### config.mk
export PLATFORM = sky130hd
export DESIGN_NAME = mrt_back
export DESIGN_NICKNAME = d
export VERILOG_FILES = /design/src/rtl/mrt_pkg.sv /design/src/rtl/mrt_back.sv
export SDC_FILE = /design/constraint.sdc
export NUM_CORES = 2
export LEC_CHECK = 0
export BUFFER_PORTS_ARGS = -buffer_cell sky130_fd_sc_hd__buf_2
export CAP_MARGIN = 20
export CORE_MARGIN = 3
export CORE_UTILIZATION = 63
export DETAILED_ROUTE_END_ITERATION = 16
export GPL_TIMING_DRIVEN = 1
export HOLD_SLACK_MARGIN = 0.12
export PLACE_DENSITY = 0.84
export REMOVE_ABC_BUFFERS = 1
export SYNTH_ARGS = -nofsm -noshare
export SYNTH_HDL_FRONTEND = slang
export SYNTH_SLANG_ARGS = --single-unit
### constraint.sdc
create_clock -name clk -period 14.5 [get_ports clk]
set_input_delay 1.45 -clock clk [delete_from_list [all_inputs] [get_ports clk]]
set_output_delay 1.45 -clock clk [all_outputs]
set_load 0.05 [all_outputs]
### src/rtl/mrt_pkg.sv
// Shared types, constants and helper functions for the D2Q9 MRT collision pipeline.
package mrt_pkg;

  localparam int WORD_W = 32;
  localparam int RATE_W = 30;
  localparam int RATE_BITS = 28;
  localparam int FRAC_BITS_DEF = 28;
  localparam int NDIR = 9;
  localparam int DIFF_W = 33;
  localparam int MAG_W = 36;
  localparam int SPLIT = 18;
  localparam int REM_W = 4;
  localparam int LOW_W = REM_W + SPLIT;
  localparam int NORM_W = MAG_W + 1;
  localparam int SAT_IN_W = 72;
  localparam int CFG_IDX_W = 3;
  localparam int RECIP_K = 26;
  localparam int RECIP_W = RECIP_K + 1;
  localparam int RECIP1 = (2 ** RECIP_K);
  localparam int RECIP3 = ((2 ** RECIP_K) + 2) / 3;
  localparam int RECIP9 = ((2 ** RECIP_K) + 8) / 9;

  localparam logic [CFG_IDX_W-1:0] CFG_ENERGY = 3'd0;
  localparam logic [CFG_IDX_W-1:0] CFG_ENERGY_SQ = 3'd1;
  localparam logic [CFG_IDX_W-1:0] CFG_HEAT_X = 3'd2;
  localparam logic [CFG_IDX_W-1:0] CFG_HEAT_Y = 3'd3;
  localparam logic [CFG_IDX_W-1:0] CFG_SHEAR = 3'd4;

  localparam logic [RATE_W-1:0] RST_ENERGY = 30'd295279002;
  localparam logic [RATE_W-1:0] RST_ENERGY_SQ = 30'd281857229;
  localparam logic [RATE_W-1:0] RST_HEAT = 30'd281857229;
  localparam logic [RATE_W-1:0] RST_SHEAR = 30'd533668899;

  // Normalizer d = 2^shift * odd; rounding adds d/2 before the division.
  localparam int NORM_HALF [NDIR] = '{4, 18, 18, 3, 6, 3, 6, 2, 2};
  localparam int NORM_SHIFT [NDIR] = '{0, 2, 2, 1, 2, 1, 2, 2, 2};
  localparam int NORM_ODD [NDIR] = '{9, 9, 9, 3, 3, 3, 3, 1, 1};
  localparam int NORM_RECIP [NDIR] = '{RECIP9, RECIP9, RECIP9, RECIP3, RECIP3,
                                       RECIP3, RECIP3, RECIP1, RECIP1};

  typedef logic signed [WORD_W-1:0] word_t;
  typedef logic [RATE_W-1:0] rate_t;
  typedef logic signed [2*WORD_W-1:0] prod_t;
  typedef logic signed [DIFF_W-1:0] diff_t;
  typedef logic signed [NORM_W-1:0] norm_t;
  typedef word_t word9_t [NDIR];
  typedef rate_t rate9_t [NDIR];

  function automatic word_t sat_word(input logic signed [SAT_IN_W-1:0] v);
    word_t r;
    if (v > SAT_IN_W'(32'sh7FFFFFFF)) begin
      r = 32'sh7FFFFFFF;
    end else if (v < -SAT_IN_W'(33'sh080000000)) begin
      r = 32'sh80000000;
    end else begin
      r = word_t'(v);
    end
    return r;
  endfunction

endpackage

### src/rtl/mrt_back.sv
// Final stage: back transform of the normalized moments and output saturation.
module mrt_back (
  input  logic                clk,
  input  logic                en,
  input  mrt_pkg::norm_t      n [mrt_pkg::NDIR],
  output mrt_pkg::word9_t     post
);

  logic signed [41:0] x [mrt_pkg::NDIR];
  logic signed [41:0] p [mrt_pkg::NDIR];
  logic signed [41:0] base, corner;

  always_comb begin
    for (int k = 0; k < mrt_pkg::NDIR; k++) begin
      x[k] = 42'(n[k]);
    end
    base = x[0] - x[1];
    corner = x[0] + (x[1] <<< 1) + x[2];
    p[0] = x[0] - ((x[1] - x[2]) <<< 2);
    p[1] = base - ((x[2] + x[4]) <<< 1) + x[3] + x[7];
    p[2] = base - ((x[2] + x[6]) <<< 1) + x[5] - x[7];
    p[3] = base - ((x[2] - x[4]) <<< 1) - x[3] + x[7];
    p[4] = base - ((x[2] - x[6]) <<< 1) - x[5] - x[7];
    p[5] = corner + x[3] + x[4] + x[5] + x[6] + x[8];
    p[6] = corner - x[3] - x[4] + x[5] + x[6] - x[8];
    p[7] = corner - x[3] - x[4] - x[5] - x[6] + x[8];
    p[8] = corner + x[3] + x[4] - x[5] - x[6] - x[8];
  end

  always_ff @(posedge clk) begin
    if (en) begin
      for (int k = 0; k < mrt_pkg::NDIR; k++) begin
        post[k] <= mrt_pkg::sat_word(mrt_pkg::SAT_IN_W'(p[k]));
      end
    end
  end

endmodule

======== Word-level counts from Yosys, hierarchy flattened ========
Cells that the tools add are included.
storage, ports and cells
  bits in registers ....................... 288
  input port bits ......................... 335
  word-level logic and storage cells ...... 73
cells by class
  $add $sub $neg .......................... 37
  $lt $le $gt $ge ......................... 18
  multiplexer cells ....................... 9
operators by type and width
  cell                    number
  $gt A42 B32 Y1 const B  8
  $lt A42 B32 Y1 const B  8
  $mux W32                9
  $add A42 B37 Y42        6
  $sub A42 B37 Y42        6
  $sub A38 B39 Y40        4
  $sub A37 B37 Y38        4
  $add A41 B37 Y42        3
  $sub A41 B37 Y42        3
  $add A40 B37 Y41        3
  $sub A40 B37 Y41        3
  $add A37 B37 Y38        2
  $gt A41 B32 Y1 const B  1
  $lt A41 B32 Y1 const B  1
  $sub A37 B40 Y41        1
  $add A39 B37 Y40        1
  $add A37 B38 Y39        1

======== Longest topological paths before layout ========
  depth in word-level cells ............... 9
  gate-level depth with buffers ........... 47
  mapped depth without buffers ............ 45

======== Worst setup path before layout ========
No wires, ideal clock.
  kind .................................... in2reg
  from .................................... input n[223] (netlist name)
  to ...................................... register post[102] (netlist name) (data pin)
  library setup time ...................... 152 ps
  data arrival time ....................... 11169 ps
  setup slack ............................. 3178 ps
  stages on the path ...................... 45
  path buffers ............................ 1
  path through ............................ inv_1 > fa_1 > inv_1 > ha_1 > fa_1 > a21o_1 > a21oi_1 > o21bai_1 > a2111oi_0 > o31a_1 > o21bai_1 > a21oi_1 > nor2b_1 > o21ai_0 > nor2b_1 > xor2_1 > fa_1 > inv_1 > (+9 left out) > a21o_1 > a41o_1 > or4_1 > nand3_1 > fa_1 > ha_1 > and3_1 > and2_1 > a221o_1 > a21o_1 > and2_1 > o31a_1 > nor4_1 > nand4_1 > or4_1 > nor2b_1 > clkbuf_1 > o21ai_0
on the way
  cells in the longest elaborated chain, start to end .. 8
  elaborated cells on any way between the ends .. 9
  classes of those cells .................. 6 x add/sub; 2 x order compare; 1 x mux
ends and longest elaborated chain
  item                                line            text
  start: declaration                  mrt_back.sv:5   input mrt_pkg::norm_t n [mrt_pkg::NDIR],
  $add A39 B37 Y40 (*)                mrt_back.sv:18  corner = x[0] + (x[1] <<< 1) + x[2];
  $add A40 B37 Y41 (*)                mrt_back.sv:24  p[5] = corner + x[3] + x[4] + x[5] + x[6] + x[8];
  $add A41 B37 Y42 (*)                mrt_back.sv:24
  $add A42 B37 Y42 (*) (3 in series)  mrt_back.sv:24
  $lt A42 B32 Y1                      mrt_pkg.sv:53   end else if (v < -SAT_IN_W'(33'sh080000000)) begin
  $mux W32                            mrt_pkg.sv:53
  end signal: indexed assignment      mrt_back.sv:33  post[k] <= mrt_pkg::sat_word(mrt_pkg::SAT_IN_W'(p[k]));
  end: declaration                    mrt_back.sv:6   output mrt_pkg::word9_t post
Every way passes the cells marked *; elsewhere a longest branch is shown, timed or not.
A chain may end at the register's enable or synchronous reset.

======== Worst setup path after layout ========
  from .................................... input n[223] (netlist name)
  to ...................................... register post[114] (netlist name) (data pin)
The elaborated chain is that of the path after synthesis.

==> results.yml <==
critical_path:
  critPathLaunchType: "primary input"
  critPathBufInv: 5
  path_class: "primary input to register"
  crit_top_cell: "a21o_1"
  worst-endpoint-required_ns: 14.79
  arrival_ns: 12.92
  slowest_delay_ns: 0.68
  critical_path.max_fanout: 23
  critPathSlowestCell: "a2111oi_0"
  end_kind: "register"
  cpLargestDelayFamily: "compound AO/OA/AOI/OAI gates"
  worstSetupPathDepth: 46
synth:
  ys_seq_area_frac: 0.138
  yosys_most_used_dff: "edfxtp_1"
  synthMuxAreaShare: 0.000761
  yosys-top-cells-area: "fa_1 (22%), ha_1 (14%), edfxtp_1 (14%), inv_1 (8.2%), xnor2_1 (5.6%)"
  syn_avg_cell_area_um2: 8.70
  syn_inst: 7185
  async_flop_share: 0
  synthTopCellsByCount: "inv_1 (1359), ha_1 (715), fa_1 (679), a21oi_1 (585), a21o_1 (410)"
  syn_area_um2: 62500
  synthXorXnorAreaFrac: 0.0904
  synthSimpleGateAreaFrac: 0.0991
  synth_top_area_frac: 0.218
  synth_seq_cells: 288
  synthMostInstantiatedCell: "inv_1"
  synth_edf_count: 288
  synth_fa_ha_area_frac: 0.362
  ys_types: 102
  yosysTopAreaCell: "fa_1"
  synth_top_family_by_area: "adder cells"
  synth_compound_area_frac: 0.218
  ys_warn_count: 0
timing:
  hold_slack_ns: 1.32
  rsz0062_at_grt: "no"
  finalSetupViolCount: 0
  final_max_slew_viol_count: 0
  fmax_mhz: 79.1
  tightest_slew_ns: 1.21
  hold_violations: 0
  setup_tns_ns: 0
  maxSlewHeadroom: 0.194
  setup_ws_ns: 1.86
  fin_crit_ns: 12.64
  finalCritPeriodShare: 0.872
placed_design:
  gp_congestion: 1.08
  placed_cell_area_um2: 66800
  hpwl_um: 201000
  place_worst_setup_slack_ns: 1.34
  port_buffers: 622
clock_network:
  numCtsBuffers: 34
  cts_resized: 0
  cts_hold_buf: 0
  clockBufferDepth: 3
  cts_setup_buffers: 0
  clk_pin_slew_ns: 0.06
  cts_tree: "yes"
  h-tree-depth: 2
  cts_root_buf: "clkbuf_16"
  clock_sinks: 288
hold_path:
  hold_class: "primary input to register"
  worstHoldStart: "n[296]"
  hold_end: "post[256]$_SDFFCE_PN1P_"
  holdPathStages: 3
floorplanning:
  fp.coreArea_um2: 97600
  die_height_um: 321
  start_util: 0.640
  dieArea_um2: 103000
  die_x_um: 321
  placementRows: 114
  boundaryPins: 623
global_routing:
  grt_pass1_wl_um: 343000
  grt_usage: 0.446
  grt_pass1_vias: 57302
  grt_max_degree: 87
  overflow: 0
  antenna_found_initial: 118
cells_and_area:
  reg_top3: "post x288"
  largest_reg_flops: 288
  drive_gt1_frac: 0.102
  area_growth_pct: 9.06
  register_area_um2: 8650
  stdcell_area_um2: 68100
  finish.net_count: 9453
  top_register: "post"
  fillers: 7683
  multi_input_area_um2: 48200
drt:
  drtIter0Drc: 6311
  ant_nets: 0
  via_per_inst: 6.32
  first_pass_iters: 6
  drc_errors: 0
  routed_wirelength_um: 235000
  wl_per_cell_um: 25.8
  vias: 57488
job:
  maxCapViolations: 0
outcome:
  status: "completed"
worst min-delay path, cell delays in order:
cell and delay, ns:
buf_2 0.09, inv_1 0.08, o21ai_0 0.16
cell families (layout without fill, tap and decap cells):
family | Yosys count | count (layout)
AOI/OAI and AO/OA | 2097 | 2097
buffers and inverters | 1503 | 2064
adders and majority gates | 1402 | 1402
and+or+nand+nor | 1247 | 1247
xor gates and xnor gates | 644 | 644
DFF | 288 | 288
muxes | 4 | 4
other | 0 | 78
worst max-delay path by stage:
| stage | start | end | slack [ns] |
|---|---|---|---|
| finish | n[223] | post[114]$_SDFFCE_PN1P_ | 1.86 |
| global route | n[223] | post[36]$_SDFFCE_PN1P_ | 1.12 |
| CTS | n[223] | post[120]$_SDFFCE_PN1P_ | 1.91 |
| detailed placement | n[223] | post[120]$_SDFFCE_PN1P_ | 1.34 |
| global placement | n[223] | post[83]$_SDFFCE_PN1P_ | 1.60 |
| floorplan | n[223] | post[102]$_SDFFCE_PN1P_ | 2.82 |
layout make-up:
type,instances,share of cell area
clock inverter,20,0.00242
tap,1276,0.0234
antenna,78,0.00286
multi-input combinational,5394,0.707
sequential,288,0.127
clock buffer,38,0.0130
inverter,1360,0.0749
timing repair buffer,646,0.0493
placed cells by master (no fill, tap or decap), types with 258 or more instances in the layout:
master    netlist  layout
edfxtp_1      288     288
ha_1          715     715
buf_2          21     621
nor2_1        337     337
o21ai_0       394     394
inv_1        1359    1359
nand2_1       258     258
a21o_1        410     410
xnor2_1       401     401
fa_1          679     679
a21oi_1       585     585
through the flow:
| step | instances | utilization |
|---|---|---|
| 6_report | 9100 | 0.698 |
| 5_1_grt | 9058 | 0.697 |
| 4_1_cts | 9017 | 0.695 |
| 3_5_place_dp | 8959 | 0.685 |
| 3_3_place_gp | 8959 | 0.685 |
| 2_1_floorplan | 7042 | - |
routing by layer:
metal / up-vias / wire length (µm) / global-route usage
li1: 25546 / - / -
met2: 3566 / 105000 / 0.710
met3: 1026 / 24300 / 0.106
met5: - / 446 / 0
met4: 68 / 24800 / 0.385
met1: 27282 / 80600 / 0.508
Power is left out: the tool's default activity adds up to more than one toggle a clock period on the data nets, which glitch-free logic cannot reach.
